[src/rtl/assert_macros.svh]
// Assertion macros shared by the RTL of the point run filter.
// No dependencies; define SYNTH to compile them away.
`ifndef ASSERT_MACROS_SVH
`define ASSERT_MACROS_SVH
`ifndef SYNTH
`define ASSERT_ALWAYS(lbl, clk, rstn, expr) \
	lbl: assert property (@(posedge clk) disable iff (!rstn) (expr)) \
		else $error("assertion failed");
`define ASSERT_IMPLY(lbl, clk, rstn, ante, cons) \
	lbl: assert property (@(posedge clk) disable iff (!rstn) (ante) |-> (cons)) \
		else $error("assertion failed");
`define ASSERT_NEXT(lbl, clk, rstn, ante, cons) \
	lbl: assert property (@(posedge clk) disable iff (!rstn) (ante) |=> (cons)) \
		else $error("assertion failed");
`else
`define ASSERT_ALWAYS(lbl, clk, rstn, expr)
`define ASSERT_IMPLY(lbl, clk, rstn, ante, cons)
`define ASSERT_NEXT(lbl, clk, rstn, ante, cons)
`endif
`endif

[src/rtl/prgs_pkg.sv]
// Package of the point run gap segment filter: widths, defaults, register codes.
// No dependencies.
package prgs_pkg;

	localparam int RUN_DEPTH_DEF  = 63;
	localparam int COORD_BITS_DEF = 20;

	localparam int GAP_W      = 16;
	localparam int MINP_W     = 6;
	localparam int CFG_IDX_W  = 1;
	localparam int CFG_DATA_W = 16;
	localparam int SQ_W       = 2 * GAP_W;
	localparam int ACC_W      = SQ_W + 2;

	localparam logic [GAP_W-1:0]  GAP_RESET  = 16'd200;
	localparam logic [MINP_W-1:0] MINP_RESET = 6'd1;

	localparam logic [CFG_IDX_W-1:0] REG_GAP_LIMIT  = 1'b0;
	localparam logic [CFG_IDX_W-1:0] REG_MIN_POINTS = 1'b1;

	typedef struct packed {
		logic done;
		logic near;
	} near_res_t;

endpackage

[src/rtl/prgs_ram.sv]
// Generic single-port-write, registered-read RAM.
// No dependencies.
module prgs_ram #(
	parameter int WIDTH = 8,
	parameter int DEPTH = 4
) (
	input  logic                     clk,
	input  logic                     we,
	input  logic [$clog2(DEPTH)-1:0] waddr,
	input  logic [WIDTH-1:0]         wdata,
	input  logic                     re,
	input  logic [$clog2(DEPTH)-1:0] raddr,
	output logic [WIDTH-1:0]         rdata
);

	logic [WIDTH-1:0] mem [DEPTH];

	always_ff @(posedge clk) begin
		if (we) begin
			mem[waddr] <= wdata;
		end
		if (re) begin
			rdata <= mem[raddr];
		end
	end

endmodule

[src/rtl/prgs_near.sv]
// Iterative closeness test: one axis difference per step, one shared 16x16 squarer.
// Depends on prgs_pkg.
module prgs_near #(
	parameter int COORD_BITS = prgs_pkg::COORD_BITS_DEF
) (
	input  logic                          clk,
	input  logic                          arst_n,
	input  logic                          start,
	input  logic signed [COORD_BITS-1:0]  pt_a [3],
	input  logic signed [COORD_BITS-1:0]  pt_b [3],
	input  logic [prgs_pkg::GAP_W-1:0]    gap,
	output prgs_pkg::near_res_t           res
);
	import prgs_pkg::*;

	localparam int DW = COORD_BITS + 1;
	localparam int CW = (DW > GAP_W) ? DW : GAP_W;
	localparam logic [1:0] LAST_AXIS = 2'd2;

	typedef enum logic [1:0] {N_IDLE, N_DIFF, N_MUL, N_SQ} nstate_t;

	nstate_t          state_q;
	logic [1:0]       axis_q;
	logic [GAP_W-1:0] mag_q;
	logic [ACC_W-1:0] acc_q;

	logic signed [DW-1:0] diff;
	logic [DW-1:0]        mag;
	logic                 far;
	logic [GAP_W-1:0]     mul_op;
	logic [SQ_W-1:0]      prod;

	always_comb begin
		diff   = DW'(pt_a[axis_q]) - DW'(pt_b[axis_q]);
		mag    = diff[DW-1] ? $unsigned(-diff) : $unsigned(diff);
		far    = CW'(mag) >= CW'(gap);
		mul_op = (state_q == N_SQ) ? gap : mag_q;
		prod   = SQ_W'(mul_op) * SQ_W'(mul_op);
	end

	always_ff @(posedge clk or negedge arst_n) begin
		if (!arst_n) begin
			state_q <= N_IDLE;
			axis_q  <= '0;
			mag_q   <= '0;
			acc_q   <= '0;
			res     <= '0;
		end else begin
			res.done <= 1'b0;
			unique case (state_q)
				N_IDLE: begin
					if (start) begin
						axis_q  <= '0;
						acc_q   <= '0;
						state_q <= N_DIFF;
					end
				end
				N_DIFF: begin
					if (far) begin
						res.done <= 1'b1;
						res.near <= 1'b0;
						state_q  <= N_IDLE;
					end else begin
						mag_q   <= GAP_W'(mag);
						state_q <= N_MUL;
					end
				end
				N_MUL: begin
					acc_q <= acc_q + ACC_W'(prod);
					if (axis_q == LAST_AXIS) begin
						state_q <= N_SQ;
					end else begin
						axis_q  <= axis_q + 2'd1;
						state_q <= N_DIFF;
					end
				end
				N_SQ: begin
					res.done <= 1'b1;
					res.near <= acc_q < ACC_W'(prod);
					state_q  <= N_IDLE;
				end
			endcase
		end
	end

endmodule

[src/rtl/point_run_gap_segment_filter_core.sv]
// Point run gap segment filter, top level. Depends on prgs_pkg, prgs_near, prgs_ram.
// Steps: the first point of a run is stored at once; any other point first waits in S_NEAR for the
// per-axis difference/square steps of prgs_near (a far axis ends the test early).
// Closing a kept run reads each emitted point from RAM, then outputs it, and waits on any
// out_ready stall; a final point adds a flush step. One item at a time, in_ready low meanwhile.
// Reset: registers to defaults, run empty; run store is not cleared.
module point_run_gap_segment_filter_core #(
	parameter int RUN_DEPTH  = prgs_pkg::RUN_DEPTH_DEF,
	parameter int COORD_BITS = prgs_pkg::COORD_BITS_DEF
) (
	input  logic                               clk,
	input  logic                               arst_n,
	input  logic                               in_valid,
	output logic                               in_ready,
	input  logic signed [COORD_BITS-1:0]       pos_x,
	input  logic signed [COORD_BITS-1:0]       pos_y,
	input  logic signed [COORD_BITS-1:0]       pos_z,
	input  logic                               final_point,
	output logic                               out_valid,
	input  logic                               out_ready,
	output logic signed [COORD_BITS-1:0]       out_x,
	output logic signed [COORD_BITS-1:0]       out_y,
	output logic signed [COORD_BITS-1:0]       out_z,
	output logic                               run_end,
	input  logic                               wr_en,
	input  logic [prgs_pkg::CFG_IDX_W-1:0]     wr_index,
	input  logic [prgs_pkg::CFG_DATA_W-1:0]    wr_data
);
	import prgs_pkg::*;
`include "assert_macros.svh"

	localparam int IDX_W = $clog2(RUN_DEPTH);
	localparam int LEN_W = $clog2(RUN_DEPTH + 1);
	localparam int CMP_W = (LEN_W > MINP_W) ? LEN_W : MINP_W;
	localparam int PT_W  = 3 * COORD_BITS;

	typedef enum logic [2:0] {S_IDLE, S_NEAR, S_STORE, S_FLUSH, S_RD, S_OUT} state_t;

	state_t                        state_q;
	logic [GAP_W-1:0]              gap_q;
	logic [MINP_W-1:0]             minp_q;
	logic [LEN_W-1:0]              len_q;
	logic [IDX_W-1:0]              idx_q;
	logic                          end_q;
	logic                          flush_q;
	logic                          last_q;
	logic                          start_q;
	logic signed [COORD_BITS-1:0]  pt_q   [3];
	logic signed [COORD_BITS-1:0]  prev_q [3];

	near_res_t                     near_res;
	logic                          keep;
	logic [PT_W-1:0]               rdata;

	assign keep      = CMP_W'(len_q) >= CMP_W'(minp_q);
	assign in_ready  = (state_q == S_IDLE);
	assign out_valid = (state_q == S_OUT);
	assign out_x     = $signed(rdata[COORD_BITS-1:0]);
	assign out_y     = $signed(rdata[2*COORD_BITS-1:COORD_BITS]);
	assign out_z     = $signed(rdata[PT_W-1:2*COORD_BITS]);
	assign run_end   = end_q;

	prgs_near #(
		.COORD_BITS (COORD_BITS)
	) u_near (
		.clk    (clk),
		.arst_n (arst_n),
		.start  (start_q),
		.pt_a   (pt_q),
		.pt_b   (prev_q),
		.gap    (gap_q),
		.res    (near_res)
	);

	prgs_ram #(
		.WIDTH (PT_W),
		.DEPTH (RUN_DEPTH)
	) u_run_store (
		.clk   (clk),
		.we    (state_q == S_STORE),
		.waddr (IDX_W'(len_q)),
		.wdata ({pt_q[2], pt_q[1], pt_q[0]}),
		.re    (state_q == S_RD),
		.raddr (idx_q),
		.rdata (rdata)
	);

	always_ff @(posedge clk or negedge arst_n) begin
		if (!arst_n) begin
			gap_q  <= GAP_RESET;
			minp_q <= MINP_RESET;
		end else if (wr_en) begin
			unique case (wr_index)
				REG_GAP_LIMIT:  gap_q  <= wr_data[GAP_W-1:0];
				REG_MIN_POINTS: minp_q <= wr_data[MINP_W-1:0];
			endcase
		end
	end

	always_ff @(posedge clk or negedge arst_n) begin
		if (!arst_n) begin
			state_q <= S_IDLE;
			len_q   <= '0;
			idx_q   <= '0;
			end_q   <= 1'b0;
			flush_q <= 1'b0;
			last_q  <= 1'b0;
			start_q <= 1'b0;
			pt_q    <= '{default: '0};
			prev_q  <= '{default: '0};
		end else begin
			start_q <= 1'b0;
			unique case (state_q)
				S_IDLE: begin
					if (in_valid) begin
						pt_q[0] <= pos_x;
						pt_q[1] <= pos_y;
						pt_q[2] <= pos_z;
						last_q  <= final_point;
						if (len_q != '0) begin
							start_q <= 1'b1;
							state_q <= S_NEAR;
						end else begin
							state_q <= S_STORE;
						end
					end
				end
				S_NEAR: begin
					if (near_res.done) begin
						if (!near_res.near || len_q == LEN_W'(RUN_DEPTH)) begin
							if (keep) begin
								idx_q   <= '0;
								flush_q <= 1'b0;
								state_q <= S_RD;
							end else begin
								len_q   <= '0;
								state_q <= S_STORE;
							end
						end else begin
							state_q <= S_STORE;
						end
					end
				end
				S_STORE: begin
					prev_q  <= pt_q;
					len_q   <= len_q + LEN_W'(1);
					state_q <= last_q ? S_FLUSH : S_IDLE;
				end
				S_FLUSH: begin
					if (keep) begin
						idx_q   <= '0;
						flush_q <= 1'b1;
						state_q <= S_RD;
					end else begin
						len_q   <= '0;
						state_q <= S_IDLE;
					end
				end
				S_RD: begin
					end_q   <= (LEN_W'(idx_q) + LEN_W'(1)) == len_q;
					state_q <= S_OUT;
				end
				S_OUT: begin
					if (out_ready) begin
						if (end_q) begin
							len_q   <= '0;
							state_q <= flush_q ? S_IDLE : S_STORE;
						end else begin
							idx_q   <= idx_q + IDX_W'(1);
							state_q <= S_RD;
						end
					end
				end
				default: state_q <= S_IDLE;
			endcase
		end
	end

	`ASSERT_ALWAYS(a_len_bound, clk, arst_n, len_q <= LEN_W'(RUN_DEPTH))
	`ASSERT_IMPLY(a_idx_in_run, clk, arst_n, out_valid, LEN_W'(idx_q) < len_q)
	`ASSERT_NEXT(a_busy_after_item, clk, arst_n, in_valid && in_ready, !in_ready)
	`ASSERT_NEXT(a_run_cleared, clk, arst_n, out_valid && out_ready && run_end, len_q == '0)

endmodule
[config.mk]
export PLATFORM = sky130hd
export DESIGN_NAME = point_run_gap_segment_filter_core
export DESIGN_NICKNAME = d
export VERILOG_FILES = /design/src/rtl/prgs_pkg.sv /design/src/rtl/prgs_ram.sv /design/src/rtl/prgs_near.sv /design/src/rtl/point_run_gap_segment_filter_core.sv
export VERILOG_INCLUDE_DIRS = /design/src /design/src/rtl
export SDC_FILE = /design/constraint.sdc
export NUM_CORES = 2
export LEC_CHECK = 0
export ABC_AREA = 0
export BUFFER_PORTS_ARGS = -buffer_cell sky130_fd_sc_hd__clkbuf_2
export CORE_ASPECT_RATIO = 1.75
export CORE_MARGIN = 5
export CORE_UTILIZATION = 25
export DETAILED_ROUTE_END_ITERATION = 10
export PLACE_DENSITY_LB_ADDON = 0.15
export SYNTH_ARGS = -nofsm -noshare
export SYNTH_HDL_FRONTEND = slang
export SYNTH_HIERARCHICAL = 1
export SYNTH_SLANG_ARGS = --single-unit
[constraint.sdc]
create_clock -name clk -period 25.7 [get_ports clk]
set_input_delay 7.71 -clock clk [delete_from_list [all_inputs] [get_ports clk]]
set_output_delay 7.71 -clock clk [all_outputs]
set_load 0.01 [all_outputs]
==> flow_summary.toml <==
[worst_hold_path]
hold-path-endpoint = "prev_q[15]$_DFFE_PN0P_"
timing.hold.worst.start = "prev_q[15]$_DFFE_PN0P_"
worst_hold_path.num_cells = 1
holdCritPathClass = "register to register"

[die]
floorplan.initialDensity_pct = 25.06
io-pin-count = 146
fp.dieArea_um2 = 692600
die_w_um = 631.3
dieHeight_um = 1097
std_cell_rows = 399
core-area_um2 = 674000

[worst_setup_path]
setup.worst_path.class = "register to register"
setup.worst_path.end_class = "register"
critical_path.startpoint_type = "register"
reg2regPathDepth = 35
timing.critical_path.slowest_stage_cell = "sky130_fd_sc_hd__mux2i_1"
crit-reg2reg-capture = "u_near/acc_q[31]$_DFFE_PN0P_"
critPathRequiredTime_ns = 26.59
timing.rr.start = "u_near/state_q[0]$_DFFE_PN0P_"
crit_path_frequent_cell = "sky130_fd_sc_hd__fa_1"
timing.reg2reg.setup_slack_ns = 14.82
crit_path_max_fanout = 29
worst_path_largest_cell_delay_ns = 0.78
critical_path_arrival_ns = 11.77

[drt]
drt-initial-drc-count = 7237
route.detailed.wl_per_inst_um = 34.11
wl_um = 628400
route.antenna.remaining_nets = 0
route.vias.total = 88713
drt-vias-per-instance = 4.815
drt_first_pass_iters = 5
remaining_drc_errors = 0

[logic_synthesis]
synth_compound_area_share_pct = 3.896
post_synth_xor_area_fraction_pct = 0.4668
muxShareOfSynthArea_pct = 15.71
sequential_fraction_of_the_synthesis_area_pct = 71.50
synth.distinct_cells = 101
synth.cell_area_um2 = 168900
synth_nets = 9283
post_synth_inst_count = 8826
synth_fa_ha_area_share_pct = 3.500
synth.area.top_cells = "sky130_fd_sc_hd__edfxtp_1, sky130_fd_sc_hd__mux4_2, sky130_fd_sc_hd__mux2i_1"
postSynth.asyncResetShare_pct = 5.349
yosys.area.top_type_share_pct = 68.29
area_fraction_in_and_or_nand_and_nor_cells_after_synthesis_pct = 2.571
synth_top_family_by_area = "multiplexers"
post_synth.cell_area_avg_um2 = 19.13
yosysTopAreaCell = "sky130_fd_sc_hd__edfxtp_1"
synth_enable_flop_cells = 3840
yosys_warnings = 6
synth_top_flop_cell = "sky130_fd_sc_hd__edfxtp_1"
ys_ff_latch = 4057

[layout]
layout_commonest_cell = "sky130_fd_sc_hd__edfxtp_1"
final_layout_size_suffix_gt1_share_pct = 24.00
nNetsFinal = 9724
layout-area-overhead-vs-synth_pct = 15.04
cell_area_after_layout_um2 = 194300
most-common-layout-cells = "sky130_fd_sc_hd__edfxtp_1, sky130_fd_sc_hd__mux4_2, sky130_fd_sc_hd__mux2i_1"

[clock_tree]
clock_tree.htree_level_count = 5
clock_tree_from_tritoncts = "yes"
total_of_cells_resized_after_clock_tree_synthesis = 0
clock_insertion_delay_worst_skew_ns = 1.05
post_cts_hold_buffers = 0
cts.path.max_buffers = 5
post_cts.repair.setup_buffers = 0
numClockSinks = 4057
clk_root_buffer_cell = "sky130_fd_sc_hd__clkbuf_16"
cts.reportedPaths.clkPinSlew_ns = 0.07
tritoncts.num_buffers = 409

[timing]
timing_worst_slew_pin_value_ns = 1.275
layout_min_cycle_time_ns = 10.88
grt_setup_unrepaired = "false"
setup_viol = 0
finClkSkew_ns = 0.06955
timing.fmax_mhz = 91.93
hold_fails_final_rpt = 0
final_max_slew_viol_count = 0
final.period_utilization_pct = 42.33
slew-limit-headroom_pct = 14.13
final_sum_of_negative_setup_slack_ns = 0

[place]
dpl_cell_area_um2 = 181400
gp_routability_congestion = 0.8078
detailed_place_hpwl_um = 381400
count_of_input_and_output_buffers = 145

[power]
power_density_nw_per_um2 = 111.4
power.net_switching_mw = 7.515
share_comb_of_total_power_pct = 32.6
vdd_ir_drop_max_mv = 0.08879
static-leakage-power_nw = 62.49
seq_power_share_pct = 40.0
post-layout-total-power_mw = 21.63
intPower_mw = 14.12
pwr-share-clk_pct = 27.4
switching_share_pct = 34.74

[grt]
antenna_found_initial = 68
globalRouteTotalUtil_pct = 17.77
grt_pass1_wl_um = 845900
number_of_global_route_vias_before_repair = 94081
grt_start_max_net_pins = 100
total_overflow_reported_by_the_global_router = 0

[flow_run]
maxCapViolations = 0

[run_status]
status = "finished, final reports clean"
[worst max path at each step]
stage,startpoint,endpoint
after floorplan,u_near/state_q[0]$_DFFE_PN0P_,u_near/acc_q[33]$_DFFE_PN0P_
after global placement,u_near/state_q[0]$_DFFE_PN0P_,u_near/acc_q[33]$_DFFE_PN0P_
after detailed placement,u_near/state_q[0]$_DFFE_PN0P_,u_near/acc_q[33]$_DFFE_PN0P_
after CTS,u_near/state_q[0]$_DFFE_PN0P_,u_near/acc_q[33]$_DFFE_PN0P_
after global routing,u_near/state_q[0]$_DFFE_PN0P_,u_near/acc_q[31]$_DFFE_PN0P_
final,u_near/state_q[0]$_DFFE_PN0P_,u_near/acc_q[31]$_DFFE_PN0P_
[cell families after synthesis]
family	after synthesis
AND/OR/NAND/NOR	943
flip-flops	4057
adder cells (fa/ha/maj)	374
AO/OA/AOI/OAI	965
multiplexers	1617
XOR/XNOR	90
buffers and inverters	780
[power groups by stage]
stage | Clock (mW) | Sequential, mW | Combinational, mW
2_1_floorplan | 0 | 9.09 | 4.02
3_3_place_gp | 0 | 8.80 | 7.18
3_5_place_dp | 0 | 8.81 | 7.24
4_1_cts | 6.11 | 8.66 | 7.27
5_1_grt | 6.35 | 8.67 | 7.59
6_report | 5.93 | 8.66 | 7.05
[flip-flops by register name, indices dropped and copies added, names as in the netlist, 2 cells and up]
| name | count |
|---|---|
| u_run_store/mem | 3780 |
| prev_q | 60 |
| pt_q | 60 |
| u_run_store/rdata | 60 |
| u_near/acc_q | 34 |
| gap_q | 16 |
| u_near/mag_q | 16 |
| idx_q | 6 |
| len_q | 6 |
| minp_q | 6 |
| state_q | 3 |
| u_near/axis_q | 2 |
| u_near/res | 2 |
| u_near/state_q | 2 |
[worst max-delay path, delay by kind of cell, from the launching register on]
family	cells	cell delay, ns
fa+ha+maj	8	3.65
flops	1	0.46
xor+xnor	1	0.24
mux	1	0.78
simple gates	4	0.67
buf+inv	6	1.44
compound gates	15	3.44
[synth_stat cells, types with 14 or more instances]
master,instances
sky130_fd_sc_hd__edfxtp_1,3840
sky130_fd_sc_hd__mux4_2,794
sky130_fd_sc_hd__mux2i_1,556
sky130_fd_sc_hd__inv_1,322
sky130_fd_sc_hd__nand2_1,318
sky130_fd_sc_hd__nor2_1,291
sky130_fd_sc_hd__mux2_2,256
sky130_fd_sc_hd__dfrtp_1,213
sky130_fd_sc_hd__ha_1,210
sky130_fd_sc_hd__o21ai_0,196
sky130_fd_sc_hd__a21oi_1,183
sky130_fd_sc_hd__clkbuf_1,172
sky130_fd_sc_hd__fa_1,164
sky130_fd_sc_hd__buf_2,112
sky130_fd_sc_hd__o22ai_1,102
sky130_fd_sc_hd__a211oi_1,71
sky130_fd_sc_hd__nor2b_1,71
sky130_fd_sc_hd__nor3_1,67
sky130_fd_sc_hd__buf_6,62
sky130_fd_sc_hd__xnor2_1,60
sky130_fd_sc_hd__a211o_1,56
sky130_fd_sc_hd__buf_4,48
sky130_fd_sc_hd__nand3_1,37
sky130_fd_sc_hd__a21o_1,35
sky130_fd_sc_hd__buf_1,31
sky130_fd_sc_hd__a22oi_1,30
sky130_fd_sc_hd__xor2_1,30
sky130_fd_sc_hd__nand2b_1,28
sky130_fd_sc_hd__and2_1,26
sky130_fd_sc_hd__o211ai_1,24
sky130_fd_sc_hd__a221oi_1,20
sky130_fd_sc_hd__a31oi_1,20
sky130_fd_sc_hd__and3_1,20
sky130_fd_sc_hd__buf_8,20
sky130_fd_sc_hd__o21bai_1,19
sky130_fd_sc_hd__o221ai_1,19
sky130_fd_sc_hd__o211a_1,18
sky130_fd_sc_hd__o21a_1,18
sky130_fd_sc_hd__or2_2,17
sky130_fd_sc_hd__a32oi_1,16
sky130_fd_sc_hd__o31a_1,16
sky130_fd_sc_hd__nor4_1,14
[per-stage QoR]
stage	setup WS [ns]	instances	hold slack, ns	utilization [%]
2_1_floorplan	16.45	8826	0.4672	-
6_report	14.82	18423	0.5087	28.82
3_3_place_gp	14.52	17678	0.4889	26.92
3_5_place_dp	14.72	17678	0.4958	26.92
5_1_grt	14.11	18403	0.5223	28.82
4_1_cts	14.68	18402	0.5115	28.82
[area by class of cell]
class,count,area (µm²)
Inverter,333,1261
Antenna cell,21,52.55
Clock inverter,238,2190
Sequential cell,4057,120800
Fill cell,66519,479700
Multi-Input combinational cell,3989,44750
Timing Repair Buffer,477,3516
Tap cell,8822,11040
Clock buffer,486,10610
[layer usage]
metal / share of wire (%) / wire length, µm / GRT usage (%) / up-vias
met1: 38 / 235900 / 20.14 / 49521
met5: 0.0075 / 47 / 0 / -
met4: 3.4 / 21360 / 5.655 / 6
met3: 3.3 / 20560 / 1.878 / 752
li1: - / - / - / 36257
met2: 56 / 350600 / 34.42 / 2177
No activity file was read; power rests on OpenSTA's default activity.
